File: config.mk
export PLATFORM = sky130hd
export DESIGN_NAME = csv_line_field_tokenizer_unit_flat
export DESIGN_NICKNAME = d
export VERILOG_FILES = /design/src/rtl/csvt_pkg.sv /design/src/rtl/csvt_in_if.sv /design/src/rtl/csvt_out_if.sv /design/src/rtl/csvt_front.sv /design/src/rtl/csvt_queue.sv /design/src/rtl/csvt_back.sv /design/src/rtl/csvt_out_if_unused_guard.sv /design/src/rtl/csv_line_field_tokenizer_unit.sv /design/src/flat_wrapper.sv
export SDC_FILE = /design/constraint.sdc
export NUM_CORES = 1
export LEC_CHECK = 0
export BUFFER_PORTS_ARGS = -buffer_cell sky130_fd_sc_hd__buf_2
export CAP_MARGIN = 20
export CORE_MARGIN = 4
export CORE_UTILIZATION = 55
export DETAILED_ROUTE_END_ITERATION = 6
export GPL_TIMING_DRIVEN = 0
export PLACE_DENSITY = 0.86
export SYNTH_ARGS = -nofsm -noshare
export SYNTH_HDL_FRONTEND = slang
export SYNTH_SLANG_ARGS = --single-unit
File: constraint.sdc
create_clock -name clk -period 4.5 [get_ports clk]
set_input_delay 0.675 -clock clk [delete_from_list [all_inputs] [get_ports clk]]
set_output_delay 0.675 -clock clk [all_outputs]
set_load 0.02 [all_outputs]
File: src/rtl/csvt_pkg.sv
// ----------------------------------------------------------------------------
// csvt_pkg
// Types and constants shared by the CSV line field tokenizer modules.
// ----------------------------------------------------------------------------
package csvt_pkg;

  localparam int IDX_W = 6;
  localparam int OFS_W = 13;
  localparam int CNT_W = 7;
  localparam int MAXF_W = 7;

  localparam logic [MAXF_W-1:0] MAXF_RESET = 7'd64;

  localparam logic [7:0] CHAR_QUOTE = 8'h22;
  localparam logic [7:0] CHAR_COMMA = 8'h2C;

  localparam int QUEUE_DEPTH = 4;
  localparam int QPTR_W = 2;

  typedef enum logic [2:0] {
    PH_LINE_START  = 3'd0,
    PH_FIELD_START = 3'd1,
    PH_UNQUOTED    = 3'd2,
    PH_QUOTED      = 3'd3,
    PH_QUOTE_SEEN  = 3'd4,
    PH_FAILED      = 3'd5
  } phase_t;

  typedef enum logic [1:0] {
    KIND_FIELD  = 2'd0,
    KIND_ACCEPT = 2'd1,
    KIND_REJECT = 2'd2
  } kind_t;

  typedef enum logic [2:0] {
    CAUSE_NONE         = 3'd0,
    CAUSE_CAPACITY     = 3'd1,
    CAUSE_STRAY        = 3'd2,
    CAUSE_JUNK         = 3'd3,
    CAUSE_UNTERMINATED = 3'd4,
    CAUSE_TOO_LONG     = 3'd5
  } cause_t;

  // Up to one field record and one line status record from one item
  typedef struct packed {
    logic             fld_v;
    logic [IDX_W-1:0] fidx;
    logic [OFS_W-1:0] fbegin;
    logic [OFS_W-1:0] fend;
    logic             quoted;
    logic [CNT_W-1:0] fcnt;
    logic             sts_v;
    kind_t            kind;
    logic [CNT_W-1:0] scnt;
    cause_t           cause;
  } rec_pair_t;

  typedef struct packed {
    kind_t            kind;
    logic [IDX_W-1:0] fidx;
    logic [OFS_W-1:0] fbegin;
    logic [OFS_W-1:0] fend;
    logic             quoted;
    logic [CNT_W-1:0] cnt;
    cause_t           cause;
    logic             last;
  } out_rec_t;

endpackage

File: src/rtl/csvt_in_if.sv
// ----------------------------------------------------------------------------
// csvt_in_if
// Input channel: one line byte or an end-of-line marker per transfer.
// ----------------------------------------------------------------------------
interface csvt_in_if;
  logic       valid;
  logic       ready;
  logic       mode;
  logic [7:0] char_byte;

  modport source (output valid, output mode, output char_byte, input ready);
  modport sink (input valid, input mode, input char_byte, output ready);
endinterface

File: src/rtl/csvt_out_if.sv
// ----------------------------------------------------------------------------
// csvt_out_if
// Result channel: field records and line status records.
// ----------------------------------------------------------------------------
interface csvt_out_if;
  logic        valid;
  logic        ready;
  logic [1:0]  record_kind;
  logic [5:0]  field_index;
  logic [12:0] field_begin;
  logic [12:0] field_end;
  logic        field_quoted;
  logic [6:0]  fields_in_line;
  logic [2:0]  error_cause;
  logic        last_of_run;

  modport source (
    output valid, output record_kind, output field_index, output field_begin,
    output field_end, output field_quoted, output fields_in_line,
    output error_cause, output last_of_run, input ready
  );
  modport sink (
    input valid, input record_kind, input field_index, input field_begin,
    input field_end, input field_quoted, input fields_in_line,
    input error_cause, input last_of_run, output ready
  );
endinterface

File: src/rtl/csvt_front.sv
// ----------------------------------------------------------------------------
// csvt_front
// Parser front end: takes one byte or end-of-line item per cycle unless the
// queue is full, updates the parse state and builds the records it causes.
// ----------------------------------------------------------------------------
module csvt_front #(
  parameter int MAX_LINE    = 4096,
  parameter int FIELD_LIMIT = 64
) (
  input  logic                          clk,
  input  logic                          rst_n,
  input  logic                          in_valid,
  output logic                          in_ready,
  input  logic                          in_mode,
  input  logic [7:0]                    in_char,
  input  logic                          cfg_we,
  input  logic [csvt_pkg::MAXF_W-1:0]   cfg_data,
  input  logic                          q_full,
  output logic                          q_push,
  output csvt_pkg::rec_pair_t           q_data
);

  localparam int PW = $clog2(MAX_LINE + 1);
  localparam int TW = $clog2(FIELD_LIMIT + 1);
  localparam int CW = (TW > csvt_pkg::MAXF_W) ? TW : csvt_pkg::MAXF_W;

  csvt_pkg::phase_t                phase_r, phase_nxt;
  csvt_pkg::cause_t                fail_r, fail_nxt;
  logic [PW-1:0]                   pos_r, pos_nxt;
  logic [PW-1:0]                   start_r, start_nxt;
  logic [TW-1:0]                   tally_r, tally_nxt;
  logic [csvt_pkg::MAXF_W-1:0]     maxf_r;

  logic [CW-1:0]                   maxf_ext;
  logic [CW-1:0]                   cap;
  logic                            cap_full;
  logic [TW:0]                     tally_inc;
  logic                            is_quote;
  logic                            is_comma;
  logic                            accept;

  logic                            fld_v;
  logic [PW-1:0]                   fb;
  logic [PW-1:0]                   fe;
  logic                            fq;
  logic                            sts_v;

  assign maxf_ext  = CW'(maxf_r);
  assign cap       = (maxf_ext > CW'(FIELD_LIMIT)) ? CW'(FIELD_LIMIT) : maxf_ext;
  assign cap_full  = CW'(tally_r) >= cap;
  assign tally_inc = {1'b0, tally_r} + (TW+1)'(1);
  assign is_quote  = in_char == csvt_pkg::CHAR_QUOTE;
  assign is_comma  = in_char == csvt_pkg::CHAR_COMMA;
  assign in_ready  = !q_full;
  assign accept    = in_valid && in_ready;

  always_comb begin
    phase_nxt = phase_r;
    fail_nxt  = fail_r;
    pos_nxt   = pos_r;
    start_nxt = start_r;
    tally_nxt = tally_r;
    fld_v     = 1'b0;
    fb        = '0;
    fe        = '0;
    fq        = 1'b0;
    sts_v     = 1'b0;
    if (!in_mode) begin
      if (phase_r != csvt_pkg::PH_FAILED) begin
        if (pos_r >= PW'(MAX_LINE)) begin
          phase_nxt = csvt_pkg::PH_FAILED;
          fail_nxt  = csvt_pkg::CAUSE_TOO_LONG;
        end else begin
          unique case (phase_r)
            csvt_pkg::PH_LINE_START, csvt_pkg::PH_FIELD_START: begin
              if (cap_full) begin
                phase_nxt = csvt_pkg::PH_FAILED;
                fail_nxt  = csvt_pkg::CAUSE_CAPACITY;
              end else begin
                start_nxt = pos_r;
                if (is_quote) begin
                  start_nxt = pos_r + PW'(1);
                  phase_nxt = csvt_pkg::PH_QUOTED;
                end else if (is_comma) begin
                  fld_v     = 1'b1;
                  fb        = pos_r;
                  fe        = pos_r;
                  phase_nxt = csvt_pkg::PH_FIELD_START;
                end else begin
                  phase_nxt = csvt_pkg::PH_UNQUOTED;
                end
              end
            end
            csvt_pkg::PH_UNQUOTED: begin
              if (is_comma) begin
                fld_v     = 1'b1;
                fb        = start_r;
                fe        = pos_r;
                phase_nxt = csvt_pkg::PH_FIELD_START;
              end else if (is_quote) begin
                phase_nxt = csvt_pkg::PH_FAILED;
                fail_nxt  = csvt_pkg::CAUSE_STRAY;
              end
            end
            csvt_pkg::PH_QUOTED: begin
              if (is_quote) begin
                phase_nxt = csvt_pkg::PH_QUOTE_SEEN;
              end
            end
            csvt_pkg::PH_QUOTE_SEEN: begin
              if (is_quote) begin
                phase_nxt = csvt_pkg::PH_QUOTED;
              end else if (is_comma) begin
                fld_v     = 1'b1;
                fb        = start_r;
                fe        = pos_r - PW'(1);
                fq        = 1'b1;
                phase_nxt = csvt_pkg::PH_FIELD_START;
              end else begin
                phase_nxt = csvt_pkg::PH_FAILED;
                fail_nxt  = csvt_pkg::CAUSE_JUNK;
              end
            end
            default: begin
            end
          endcase
          if (phase_nxt != csvt_pkg::PH_FAILED) begin
            pos_nxt = pos_r + PW'(1);
          end
        end
      end
      if (fld_v) begin
        tally_nxt = tally_inc[TW-1:0];
      end
    end else begin
      // End of line: close the open field, then report line status
      unique case (phase_r)
        csvt_pkg::PH_LINE_START: begin
          if (cap_full) begin
            phase_nxt = csvt_pkg::PH_FAILED;
            fail_nxt  = csvt_pkg::CAUSE_CAPACITY;
          end else begin
            fld_v = 1'b1;
          end
        end
        csvt_pkg::PH_UNQUOTED: begin
          fld_v = 1'b1;
          fb    = start_r;
          fe    = pos_r;
        end
        csvt_pkg::PH_QUOTED: begin
          phase_nxt = csvt_pkg::PH_FAILED;
          fail_nxt  = csvt_pkg::CAUSE_UNTERMINATED;
        end
        csvt_pkg::PH_QUOTE_SEEN: begin
          fld_v = 1'b1;
          fb    = start_r;
          fe    = pos_r - PW'(1);
          fq    = 1'b1;
        end
        default: begin
        end
      endcase
      sts_v     = 1'b1;
      phase_nxt = csvt_pkg::PH_LINE_START;
      fail_nxt  = csvt_pkg::CAUSE_NONE;
      pos_nxt   = '0;
      start_nxt = '0;
      tally_nxt = '0;
    end
  end

  always_comb begin
    q_data.fld_v  = fld_v;
    q_data.fidx   = csvt_pkg::IDX_W'(tally_r);
    q_data.fbegin = csvt_pkg::OFS_W'(fb);
    q_data.fend   = csvt_pkg::OFS_W'(fe);
    q_data.quoted = fq;
    q_data.fcnt   = csvt_pkg::CNT_W'(tally_inc);
    q_data.sts_v  = sts_v;
    q_data.scnt   = fld_v ? csvt_pkg::CNT_W'(tally_inc) : csvt_pkg::CNT_W'(tally_r);
    // Failure is known either from earlier bytes or from the line end itself
    if (phase_r == csvt_pkg::PH_FAILED) begin
      q_data.kind  = csvt_pkg::KIND_REJECT;
      q_data.cause = fail_r;
    end else if (phase_r == csvt_pkg::PH_QUOTED) begin
      q_data.kind  = csvt_pkg::KIND_REJECT;
      q_data.cause = csvt_pkg::CAUSE_UNTERMINATED;
    end else if (phase_r == csvt_pkg::PH_LINE_START && cap_full) begin
      q_data.kind  = csvt_pkg::KIND_REJECT;
      q_data.cause = csvt_pkg::CAUSE_CAPACITY;
    end else begin
      q_data.kind  = csvt_pkg::KIND_ACCEPT;
      q_data.cause = csvt_pkg::CAUSE_NONE;
    end
  end

  assign q_push = accept && (fld_v || sts_v);

  always_ff @(posedge clk) begin
    if (!rst_n) begin
      phase_r <= csvt_pkg::PH_LINE_START;
      fail_r  <= csvt_pkg::CAUSE_NONE;
      pos_r   <= '0;
      start_r <= '0;
      tally_r <= '0;
      maxf_r  <= csvt_pkg::MAXF_RESET;
    end else begin
      if (accept) begin
        phase_r <= phase_nxt;
        fail_r  <= fail_nxt;
        pos_r   <= pos_nxt;
        start_r <= start_nxt;
        tally_r <= tally_nxt;
      end
      if (cfg_we) begin
        maxf_r <= cfg_data;
      end
    end
  end

endmodule

File: src/rtl/csvt_queue.sv
// ----------------------------------------------------------------------------
// csvt_queue
// Small FIFO of record pairs between the parser and the output sequencer.
// ----------------------------------------------------------------------------
module csvt_queue (
  input  logic                clk,
  input  logic                rst_n,
  input  logic                push,
  input  csvt_pkg::rec_pair_t push_data,
  input  logic                pop,
  output csvt_pkg::rec_pair_t head,
  output logic                full,
  output logic                empty
);

  csvt_pkg::rec_pair_t              mem_r [csvt_pkg::QUEUE_DEPTH];
  logic [csvt_pkg::QPTR_W-1:0]      wp_r;
  logic [csvt_pkg::QPTR_W-1:0]      rp_r;
  logic [csvt_pkg::QPTR_W:0]        cnt_r;
  logic                             do_push;
  logic                             do_pop;

  assign full    = cnt_r == (csvt_pkg::QPTR_W+1)'(csvt_pkg::QUEUE_DEPTH);
  assign empty   = cnt_r == '0;
  assign do_push = push && !full;
  assign do_pop  = pop && !empty;
  assign head    = mem_r[rp_r];

  always_ff @(posedge clk) begin
    if (do_push) begin
      mem_r[wp_r] <= push_data;
    end
  end

  always_ff @(posedge clk) begin
    if (!rst_n) begin
      wp_r  <= '0;
      rp_r  <= '0;
      cnt_r <= '0;
    end else begin
      if (do_push) begin
        wp_r <= wp_r + csvt_pkg::QPTR_W'(1);
      end
      if (do_pop) begin
        rp_r <= rp_r + csvt_pkg::QPTR_W'(1);
      end
      unique case ({do_push, do_pop})
        2'b10:   cnt_r <= cnt_r + (csvt_pkg::QPTR_W+1)'(1);
        2'b01:   cnt_r <= cnt_r - (csvt_pkg::QPTR_W+1)'(1);
        default: cnt_r <= cnt_r;
      endcase
    end
  end

endmodule

File: src/rtl/csvt_back.sv
// ----------------------------------------------------------------------------
// csvt_back
// Output sequencer: holds one record pair and presents its field record and
// then its status record, one transfer each.
// ----------------------------------------------------------------------------
module csvt_back (
  input  logic                clk,
  input  logic                rst_n,
  input  csvt_pkg::rec_pair_t head,
  input  logic                empty,
  output logic                pop,
  output logic                out_valid,
  input  logic                out_ready,
  output csvt_pkg::out_rec_t  out_rec
);

  csvt_pkg::rec_pair_t cur_r;
  logic                cur_v_r;
  logic                fld_pend_r;
  logic                step;
  logic                done;

  assign out_valid = cur_v_r;
  assign step      = cur_v_r && out_ready;
  assign done      = step && !(fld_pend_r && cur_r.sts_v);
  assign pop       = (!cur_v_r || done) && !empty;

  always_comb begin
    if (fld_pend_r) begin
      out_rec.kind   = csvt_pkg::KIND_FIELD;
      out_rec.fidx   = cur_r.fidx;
      out_rec.fbegin = cur_r.fbegin;
      out_rec.fend   = cur_r.fend;
      out_rec.quoted = cur_r.quoted;
      out_rec.cnt    = cur_r.fcnt;
      out_rec.cause  = csvt_pkg::CAUSE_NONE;
      out_rec.last   = !cur_r.sts_v;
    end else begin
      out_rec.kind   = cur_r.kind;
      out_rec.fidx   = '0;
      out_rec.fbegin = '0;
      out_rec.fend   = '0;
      out_rec.quoted = 1'b0;
      out_rec.cnt    = cur_r.scnt;
      out_rec.cause  = cur_r.cause;
      out_rec.last   = 1'b1;
    end
  end

  always_ff @(posedge clk) begin
    if (pop) begin
      cur_r <= head;
    end
  end

  always_ff @(posedge clk) begin
    if (!rst_n) begin
      cur_v_r    <= 1'b0;
      fld_pend_r <= 1'b0;
    end else begin
      if (pop) begin
        cur_v_r    <= 1'b1;
        fld_pend_r <= head.fld_v;
      end else if (done) begin
        cur_v_r    <= 1'b0;
        fld_pend_r <= 1'b0;
      end else if (step) begin
        // field went out, status still to come
        fld_pend_r <= 1'b0;
      end
    end
  end

  a_pop_has_record: assert property (@(posedge clk) disable iff (!rst_n)
    pop |-> (head.fld_v || head.sts_v))
    else $error("queue entry carries no record");

  a_status_present: assert property (@(posedge clk) disable iff (!rst_n)
    (cur_v_r && !fld_pend_r) |-> cur_r.sts_v)
    else $error("status shown for an entry without one");

  a_field_pending_valid: assert property (@(posedge clk) disable iff (!rst_n)
    fld_pend_r |-> (cur_v_r && cur_r.fld_v))
    else $error("field pending without a field record");

  a_split_pair: assert property (@(posedge clk) disable iff (!rst_n)
    (step && fld_pend_r && cur_r.sts_v) |=> (cur_v_r && !fld_pend_r))
    else $error("status record of a pair was lost");

endmodule

File: src/rtl/csvt_out_if_unused_guard.sv
// ----------------------------------------------------------------------------
// csvt_ovf_chk
// Port-side check of the result channel: a status record always closes the
// records caused by one item, and only reject records carry a cause.
// ----------------------------------------------------------------------------
module csvt_ovf_chk (
  input logic       clk,
  input logic       rst_n,
  input logic       out_valid,
  input logic [1:0] out_kind,
  input logic       out_last,
  input logic [2:0] out_cause
);

  a_status_last: assert property (@(posedge clk) disable iff (!rst_n)
    (out_valid && out_kind != csvt_pkg::KIND_FIELD) |-> out_last)
    else $error("status record not marked last");

  a_accept_no_cause: assert property (@(posedge clk) disable iff (!rst_n)
    (out_valid && out_kind != csvt_pkg::KIND_REJECT) |-> out_cause == csvt_pkg::CAUSE_NONE)
    else $error("cause set on a non-reject record");

  a_reject_cause: assert property (@(posedge clk) disable iff (!rst_n)
    (out_valid && out_kind == csvt_pkg::KIND_REJECT) |-> out_cause != csvt_pkg::CAUSE_NONE)
    else $error("reject record without a cause");

endmodule

File: src/rtl/csv_line_field_tokenizer_unit.sv
// A result passes through the record queue and the output sequencer's register
// before it is offered. One item is taken per cycle while the queue is not
// full; an item with both a field and a line status needs two transfers from
// the single output sequencer; a 4-entry queue absorbs the difference.
// Reset (synchronous, rst_n low): parser at line start, queue empty, no result
// offered, max_fields back to 64. No clearing pass.
// ----------------------------------------------------------------------------
// csv_line_field_tokenizer_unit
// CSV line tokenizer with quoted fields: parser front end, record queue and
// output sequencer.
// ----------------------------------------------------------------------------
module csv_line_field_tokenizer_unit #(
  parameter int MAX_LINE    = 4096,
  parameter int FIELD_LIMIT = 64
) (
  input  logic                        clk,
  input  logic                        rst_n,
  csvt_in_if.sink                     in_ch,
  csvt_out_if.source                  out_ch,
  input  logic                        cfg_we,
  input  logic [csvt_pkg::MAXF_W-1:0] cfg_data
);

  csvt_pkg::rec_pair_t q_data;
  csvt_pkg::rec_pair_t q_head;
  csvt_pkg::out_rec_t  out_rec;
  logic                q_push;
  logic                q_pop;
  logic                q_full;
  logic                q_empty;
  logic                in_ready;
  logic                out_valid;

  csvt_front #(
    .MAX_LINE    (MAX_LINE),
    .FIELD_LIMIT (FIELD_LIMIT)
  ) u_front (
    .clk      (clk),
    .rst_n    (rst_n),
    .in_valid (in_ch.valid),
    .in_ready (in_ready),
    .in_mode  (in_ch.mode),
    .in_char  (in_ch.char_byte),
    .cfg_we   (cfg_we),
    .cfg_data (cfg_data),
    .q_full   (q_full),
    .q_push   (q_push),
    .q_data   (q_data)
  );

  csvt_queue u_queue (
    .clk       (clk),
    .rst_n     (rst_n),
    .push      (q_push),
    .push_data (q_data),
    .pop       (q_pop),
    .head      (q_head),
    .full      (q_full),
    .empty     (q_empty)
  );

  csvt_back u_back (
    .clk       (clk),
    .rst_n     (rst_n),
    .head      (q_head),
    .empty     (q_empty),
    .pop       (q_pop),
    .out_valid (out_valid),
    .out_ready (out_ch.ready),
    .out_rec   (out_rec)
  );

  csvt_ovf_chk u_chk (
    .clk       (clk),
    .rst_n     (rst_n),
    .out_valid (out_valid),
    .out_kind  (out_rec.kind),
    .out_last  (out_rec.last),
    .out_cause (out_rec.cause)
  );

  assign in_ch.ready           = in_ready;
  assign out_ch.valid          = out_valid;
  assign out_ch.record_kind    = out_rec.kind;
  assign out_ch.field_index    = out_rec.fidx;
  assign out_ch.field_begin    = out_rec.fbegin;
  assign out_ch.field_end      = out_rec.fend;
  assign out_ch.field_quoted   = out_rec.quoted;
  assign out_ch.fields_in_line = out_rec.cnt;
  assign out_ch.error_cause    = out_rec.cause;
  assign out_ch.last_of_run    = out_rec.last;

endmodule
File: src/flat_wrapper.sv
// flat-port wrapper written by rule: the top's interface ports become plain ports
module csv_line_field_tokenizer_unit_flat 
#(
  parameter int MAX_LINE    = 4096,
  parameter int FIELD_LIMIT = 64
)
  (clk, rst_n, cfg_we, cfg_data, in_ch_valid, in_ch_mode, in_ch_char_byte, in_ch_ready, out_ch_valid, out_ch_record_kind, out_ch_field_index, out_ch_field_begin, out_ch_field_end, out_ch_field_quoted, out_ch_fields_in_line, out_ch_error_cause, out_ch_last_of_run, out_ch_ready);
  csvt_in_if in_ch_i ();
  csvt_out_if out_ch_i ();
  input  logic clk;
  input  logic rst_n;
  input  logic cfg_we;
  input  logic [csvt_pkg::MAXF_W-1:0] cfg_data;
  input wire logic [$bits(in_ch_i.valid)-1:0] in_ch_valid;
  input wire logic [$bits(in_ch_i.mode)-1:0] in_ch_mode;
  input wire logic [$bits(in_ch_i.char_byte)-1:0] in_ch_char_byte;
  output wire logic [$bits(in_ch_i.ready)-1:0] in_ch_ready;
  output wire logic [$bits(out_ch_i.valid)-1:0] out_ch_valid;
  output wire logic [$bits(out_ch_i.record_kind)-1:0] out_ch_record_kind;
  output wire logic [$bits(out_ch_i.field_index)-1:0] out_ch_field_index;
  output wire logic [$bits(out_ch_i.field_begin)-1:0] out_ch_field_begin;
  output wire logic [$bits(out_ch_i.field_end)-1:0] out_ch_field_end;
  output wire logic [$bits(out_ch_i.field_quoted)-1:0] out_ch_field_quoted;
  output wire logic [$bits(out_ch_i.fields_in_line)-1:0] out_ch_fields_in_line;
  output wire logic [$bits(out_ch_i.error_cause)-1:0] out_ch_error_cause;
  output wire logic [$bits(out_ch_i.last_of_run)-1:0] out_ch_last_of_run;
  input wire logic [$bits(out_ch_i.ready)-1:0] out_ch_ready;
  assign in_ch_i.valid = in_ch_valid;
  assign in_ch_i.mode = in_ch_mode;
  assign in_ch_i.char_byte = in_ch_char_byte;
  assign in_ch_ready = in_ch_i.ready;
  assign out_ch_valid = out_ch_i.valid;
  assign out_ch_record_kind = out_ch_i.record_kind;
  assign out_ch_field_index = out_ch_i.field_index;
  assign out_ch_field_begin = out_ch_i.field_begin;
  assign out_ch_field_end = out_ch_i.field_end;
  assign out_ch_field_quoted = out_ch_i.field_quoted;
  assign out_ch_fields_in_line = out_ch_i.fields_in_line;
  assign out_ch_error_cause = out_ch_i.error_cause;
  assign out_ch_last_of_run = out_ch_i.last_of_run;
  assign out_ch_i.ready = out_ch_ready;
  csv_line_field_tokenizer_unit #(.MAX_LINE(MAX_LINE), .FIELD_LIMIT(FIELD_LIMIT)) u_core (.clk(clk), .rst_n(rst_n), .in_ch(in_ch_i), .out_ch(out_ch_i), .cfg_we(cfg_we), .cfg_data(cfg_data));
endmodule
# [After elaboration in Yosys (flattened, before gate mapping)]
# Memory sizes are Yosys's and may differ from the RTL's. A register that Yosys moved wholly into a read port is not among the register bits.
# Cells that the tools add are included.
[op_classes] n_mux=88 magnitude_cmp=3 n_eq_ne=19 addsub=7 n_reduce_logical=33
[op_table] cell="$mux 13" n=24
[op_table] cell="$pmux 13 s3" n=2
[op_table] cell="$mux 3" n=22
[op_table] cell="$mux 46" n=1
[op_table] cell="$mux 7" n=4
[op_table] cell="$pmux 13 s2" n=1
[op_table] cell="$mux 1" n=22
[op_table] cell="$ne 4x4->1 const B" n=5
[op_table] cell="$eq 8x6->1 const B" n=2
[op_table] cell="$mux 2" n=7
[op_table] cell="$add 13x1->13 const B" n=1
[op_table] cell="$ge 13x13->1 const B" n=1
[op_table] cell="$sub 13x1->13 const B" n=1
[op_table] cell="$pmux 3 s4" n=1
[op_table] cell="$reduce_bool 2->1" n=6
[op_table] cell="$eq 3x3->1 const B" n=3
[op_table] cell="$logic_and 1x1->1" n=9
[op_table] cell="$pmux 3 s3" n=1
[op_table] cell="$reduce_and 8->1" n=1
[op_table] cell="$add 7x1->7 const B" n=1
[op_table] cell="$ge 7x7->1" n=1
[op_table] cell="$gt 7x7->1 const B" n=1
[op_table] cell="$eq 3x2->1 const B" n=2
[op_table] cell="$logic_not 3->1" n=2
[op_table] cell="19 further kinds" n=29
[word_totals] wordCells=171 memories=1 register_bits=108 inputBits=21 ram_bits=216 out_inout_bits=48
[mem_list] memory="u_core.u_queue.mem_r" depth=4 word_bits=54 read_ports=1 rd_ports_with_merged_regs=1 write_ports=1 line_no="csvt_queue.sv:16" text="csvt_pkg::rec_pair_t mem_r [csvt_pkg::QUEUE_DEPTH];"

# [Depth between registers and ports, before layout]
[depth] word_depth=14 depth_mapped=14 ltp_nobuf=14

# [Hierarchy]
# From an unflattened synthesis, not the netlist that was laid out.
[hier_totals] cells_unflattened=915 hier_area_um2=13987.2
[by_module_without_submodules] mod="csvt_queue" n_inst=1 seq_area_each_um2=6666.4 area_each_um2=8338.0 cells_per_inst=336
[by_module_without_submodules] mod="csvt_front" n_inst=1 seq_area_each_um2=920.9 area_each_um2=3583.4 cells_per_inst=463
[by_module_without_submodules] mod="csvt_back" n_inst=1 seq_area_each_um2=1631.6 area_each_um2=2065.7 cells_per_inst=116

# [Least setup slack after synthesis]
# OpenSTA, ideal clock, no wires.
[synth_path] kind="in2reg" startpoint="input port out_ch_ready" endpoint="register u_core.u_queue.cnt_r[2] (netlist name)" setup_time_ps=71 t_arrival_ps=4769 path_slack_ps=-340 path_buffers=0 cell_stages=7 required_ps=4429 cell_sequence="nand2_1 a21oi_1 ha_1 fa_1 xnor2_1 or3_1 a21oi_1"
[synth_between] elab_chain_len=7 elab_cells_between_ends=9 classes_between="eq/ne (2); mux (1); reduce/logical (6)"
[synth_rtl] element="start, declared" line_no="flat_wrapper.sv:27" text="input wire logic [$bits(out_ch_i.ready)-1:0] out_ch_ready;"
[synth_rtl] element="$logic_and 1x1->1 (*)" line_no="csvt_back.sv:24" text="assign step = cur_v_r && out_ready;"
[synth_rtl] element="$logic_and 1x1->1 (*)" line_no="csvt_back.sv:25" text="assign done = step && !(fld_pend_r && cur_r.sts_v);"
[synth_rtl] element="$logic_or 1x1->1 (*)" line_no="csvt_back.sv:26" text="assign pop = (!cur_v_r || done) && !empty;"
[synth_rtl] element="$logic_and 1x1->1 (*)" line_no="csvt_back.sv:26"
[synth_rtl] element="named net u_core.q_pop" line_no="csv_line_field_tokenizer_unit.sv:28" text="logic q_pop;"
[synth_rtl] element="$logic_and 1x1->1 (*)" line_no="csvt_queue.sv:26" text="assign do_pop = pop && !empty;"
[synth_rtl] element="$eq 2x1->1 or $eq 2x2->1 (tied branches)" line_no="csvt_queue.sv:47" text="unique case ({do_push, do_pop})"
[synth_rtl] element="$pmux 3 s2 or $reduce_bool 2->1 (tied branches)"
[synth_rtl] element="end signal, assigned" line_no="csvt_queue.sv:48" text="2'b10: cnt_r <= cnt_r + (csvt_pkg::QPTR_W+1)'(1);"
[synth_rtl] element="end signal, assigned" line_no="csvt_queue.sv:49" text="2'b01: cnt_r <= cnt_r - (csvt_pkg::QPTR_W+1)'(1);"
[synth_rtl] element="end signal, assigned" line_no="csvt_queue.sv:50" text="default: cnt_r <= cnt_r;"
[synth_rtl] element="end, declared" line_no="csvt_queue.sv:19" text="logic [csvt_pkg::QPTR_W:0] cnt_r;"
# Mark *: on every way through the listed nets, which the timed path passes. The rest lies on a longest branch.
# A chain may end at the register's enable or synchronous reset.

# [Worst setup path in the final report]
[layout_path] startpoint="register u_core.u_front.tally_r[0]" endpoint="register u_core.u_queue.cnt_r[2] (netlist name)"
[layout_between] elab_chain_len=12 elab_cells_between_ends=16 classes_between="order compare (1); eq/ne (2); mux (9); reduce/logical (4)"
[layout_rtl] element="start, declared" line_no="csvt_front.sv:31" text="logic [TW-1:0] tally_r, tally_nxt;"
[layout_rtl] element="start signal, assigned" line_no="csvt_front.sv:214" text="tally_r <= tally_nxt;"
[layout_rtl] element="$ge 7x7->1 (*)" line_no="csvt_front.sv:50" text="assign cap_full = CW'(tally_r) >= cap;"
[layout_rtl] element="$mux 1" line_no="csvt_front.sv:76" text="if (cap_full) begin"
[layout_rtl] element="$pmux 1 s3" line_no="csvt_front.sv:74" text="unique case (phase_r)"
[layout_rtl] element="$mux 1" line_no="csvt_front.sv:70" text="if (pos_r >= PW'(MAX_LINE)) begin"
[layout_rtl] element="$mux 1" line_no="csvt_front.sv:69" text="if (phase_r != csvt_pkg::PH_FAILED) begin"
[layout_rtl] element="$mux 1" line_no="csvt_front.sv:68" text="if (!in_mode) begin"
[layout_rtl] element="$mux 1 (*)" line_no="csvt_front.sv:68"
[layout_rtl] element="$logic_or 1x1->1 (*)" line_no="csvt_front.sv:198" text="assign q_push = accept && (fld_v || sts_v);"
[layout_rtl] element="$logic_and 1x1->1 (*)" line_no="csvt_front.sv:198"
[layout_rtl] element="$logic_and 1x1->1 (*)" line_no="csvt_queue.sv:25" text="assign do_push = push && !full;"
[layout_rtl] element="$eq 2x1->1 or $eq 2x2->1 (tied branches)" line_no="csvt_queue.sv:47"
[layout_rtl] element="$pmux 3 s2 or $reduce_bool 2->1 (tied branches)"
# Mark *: on every way between the ends. The rest lies on a longest branch, timed or not. The select of a mux whose other input is x is not followed.

==> results by group <==
Timing
  • Final worst path period share: 84.1%
  • Setup Viol. Count Final: 0
  • Unrepaired setup endpoints after global routing: no
  • Final slew viol count: 0
  • Worst setup margin: 717 ps
  • Fmax: 264 MHz
  • Post-route setup TNS: 0 ps
  • Worst Clk Skew: 14.0 ps
  • Actual transition at the worst max-transition pin: 972 ps
  • Hold violation count in the final report: 0
  • Minimum clock period after layout: 3780 ps
  • Headroom to the max-slew limit: 35.2%

Yosys
  • Sequential fraction of the synthesis area: 65.9%
  • Count of synthesis-stage warnings from yosys: 0
  • Mux contribution to synthesized area: 10.0%
  • Flop and latch count out of synthesis: 326
  • Fraction of synthesized cell area in xor and xnor cells: 1.63%
  • Cell count after synthesis: 958
  • Most instantiated library cell after synthesis: edfxtp_1
  • Area of the mapped netlist: 14000 µm²
  • Largest family of logic cells by synthesized area: simple AND/OR/NAND/NOR gates
  • Proportion of register bits with asynchronous set or reset after synthesis: 0%
  • Top cell types by occurrence after synthesis: edfxtp_1, nand2_1, dfxtp_1
  • Post-Synth Adder-Cell Area: 1.57%
  • Compound-cell area share of the yosys netlist: 7.88%
  • Main flop type after synthesis: edfxtp_1
  • Yosys top cell by area: edfxtp_1
  • Cell types with the largest area share after synthesis: edfxtp_1, mux4_2, dfxtp_1, nand2_1, and2_1
  • Synth Area in Simple Gates: 10.4%
  • Share of the synthesized area in the top cell type: 57.7%
  • Unique cell type count in the Yosys netlist: 76
  • Total nets after synthesis: 996
  • Count of flip-flops with a built-in enable after synthesis: 269
  • Average footprint of a synthesized cell: 14.6 µm²

Power and ir drop
  • Total power density per cell area: 514 nW/µm²
  • Worst vdd ir: 0.344 mV
  • Static Leak: 5.47 nW

Route
  • DRT antenna net count: 0
  • Drc violations: 0
  • Aggregate routed wire length: 32000 µm
  • Drt pass-1 iters: 5
  • Number of vias per cell after detailed routing: 6.23
  • DR WL/cell: 22.6 µm
  • DRC violation total after the first TritonRoute iteration: 1244
  • Detailed-route via count: 8820

Clock network
  • Number of instances resized during post-cts repair: 0
  • Clk pin slew, worst setup/hold paths: 70 ps
  • Clock tree sinks: 326
  • Number of CTS-inserted buffers: 31
  • Post-CTS Hold Fix Bufs: 0
  • Setup fix buffers added after clock tree synthesis: 0
  • H-tree levels: 1
  • Clock latency on the worst-skew pair: 560 ps
  • Clock buffer depth: 3
  • CTS tree: done
  • Clock Tree Root: clkbuf_16

Critical path
  • Slowest CP cell: dfxtp_1
  • Family of cells with the greatest summed delay on the critical path: adder cells
  • Endpoint of the most critical register-to-register path: u_core.u_queue.cnt_r[2]
  • Cell repeated most along the worst path: ha_1
  • R2R setup slack: 720 ps
  • Category of the worst setup path launch point: register
  • Reg-to-Reg Start: u_core.u_front.tally_r[0]
  • Reg2Reg Depth: 13
  • Combined buffer and inverter count along the critical path: 2
  • Critical path data required time: 4990 ps
  • Worst endpoint data arrival time: 4270 ps
  • Crit path capture type: register
  • Maximum single-stage delay on the critical path: 580 ps
  • Cell breakdown of the critical path: inv_1 > ha_1 > nor2b_1 > o21ai_2 > a21boi_1 > o21ai_1 > nor2_2 > inv_2 > ha_1 > fa_1 > xnor2_1 > or3_1 > a21oi_1
  • Highest fanout seen on the critical path: 9
  • Worst setup path class: reg -> reg
  • Number of logic stages on the critical path including buffering: 13

Floorplan
  • I/O pin count: 69
  • Initial core utilization: 55.8%
  • Floorplan row count: 58
  • Vertical die dimension: 168 µm
  • Area of the core region: 25100 µm²
  • Die area: 28100 µm²
  • Die boundary width: 168 µm

Global route
  • Met3 Resource Use GR: 3.23%
  • Number of global-route vias before repair: 8793
  • Grt met1 use: 31.5%
  • Grt met2 use: 36.9%
  • Congestion Overflow GR: 0
  • Pin count of the biggest net entering global routing: 55
  • Busiest layer in global routing: met2
  • Antenna violations before repair: 0
  • GR Util All Layers: 22.7%
  • Global-route wire length before repair: 50500 µm

Finish
  • Area overhead of the layout relative to synthesis: 13.3%
  • Inserted Diodes: 0
  • Multi-input combinational cell area: 4440 µm²
  • Number of nets at the end of the flow: 1098
  • Fillers: 1741
  • Area occupied by registers: 9220 µm²
  • Share of final-layout standard cells stronger than drive strength 1: 21.5%
  • Filler-free cell count of the finished design: 1415
  • Finished Cell Area: 15900 µm²

Placed design
  • Final GP Congestion: 0.942
  • Cell Count Post-Placement: 1357
  • Count of input and output buffers: 67
  • Post-detailed-placement half-perimeter wirelength: 19600 µm
  • Area post-placement: 14800 µm²
  • Worst slack at placement: 803 ps

Hold path
  • Kind of path behind the tightest hold check: in -> reg
  • Startpoint of the worst hold path: cfg_data[6]
  • Worst hold endpoint: u_core.u_front.maxf_ext[6]
  • Worst hold path stage count: 3

Flow run
  • Number of maximum-capacitance violations: 0

Status
  • Result of the run: complete, no violations
area by class of cell:
class                   instances  area share, %
clock inverters                19           1.52
flip-flops and latches        326           58.1
clock buffers                  39           5.08
inverters                      16          0.379
repair buffers                 69           2.41
multi-input cells             555           28.0
well taps                     330           2.60
plain buffers                  61           1.89
kinds of logic after synthesis:
family | after synthesis
flops | 326
xor+xnor | 26
simple gates | 286
compound gates | 154
mux | 72
buf+inv | 77
fa+ha+maj | 17
metrics by stage:
step	hold WS, ps	utilization [%]	power, mW
floorplan	430	-	5.01
global placement	439	58.7	5.43
detailed placement	445	59.0	5.54
CTS	346	63.2	8.19
global route	377	63.2	8.48
finish	357	63.2	8.16
worst max path at each step:
stage	startpoint	endpoint
after floorplan	out_ch_ready	u_core.u_queue.cnt_r[2]
after global placement	u_core.u_front.maxf_ext[6]	u_core.u_queue.mem_r[1][38]
after detailed placement	u_core.u_front.tally_r[0]	u_core.u_queue.cnt_r[2]
after CTS	u_core.u_front.tally_r[0]	u_core.u_queue.cnt_r[2]
after global routing	u_core.u_front.tally_r[0]	u_core.u_queue.cnt_r[2]
final	u_core.u_front.tally_r[0]	u_core.u_queue.cnt_r[2]
registers in the layout, summed over array words and instances, names as in the netlist, named ones only:
| signal | cells |
|---|---|
| u_core.u_queue.rp_r | 2 |
| u_core.u_queue.wp_r | 2 |
| u_core.u_front.fail_r | 3 |
| u_core.u_back.fld_pend_r | 1 |
| u_core.u_back.out_valid | 1 |
| u_core.u_queue.mem_r | 216 |
| u_core.u_front.phase_r | 3 |
| u_core.u_queue.cnt_r | 3 |
| u_core.u_front.tally_r | 7 |
| u_core.u_front.start_r | 13 |
| u_core.u_front.pos_r | 13 |
| u_core.u_front.maxf_ext | 7 |
| u_core.u_back.cur_r | 53 |
routing by layer:
metal  share of wire, %  wire, µm
met3                8.0      2570
met5                  0         0
met4                3.9      1230
met1                 40     12700
met2                 49     15600
tightest hold or removal path, cell delays in order:
cell and delay (ps):
buf_2 80, nand2_1 40, o211ai_1 80
cells in the final DEF, fill, tap and decap left out, types with 13 or more instances in the layout:
cell and instances:
a22o_1 13, o21ai_0 33, nor2_1 51, nand2_1 93, edfxtp_1 269, xnor2_1 17
or3_1 18, inv_1 14, clkbuf_1 38, clkbuf_16 31, a21oi_1 37, buf_2 85
ha_1 16, dfxtp_1 57, mux4_2 54, and2_1 37
where the power goes:
group	internal, mW	leakage (nW)	switching (mW)
Clock	1.56	0.500	1.10
Combinational	0.667	2.01	0.987
Sequential	3.73	2.95	0.108
Note: power is estimated with default switching activity, not from simulation.
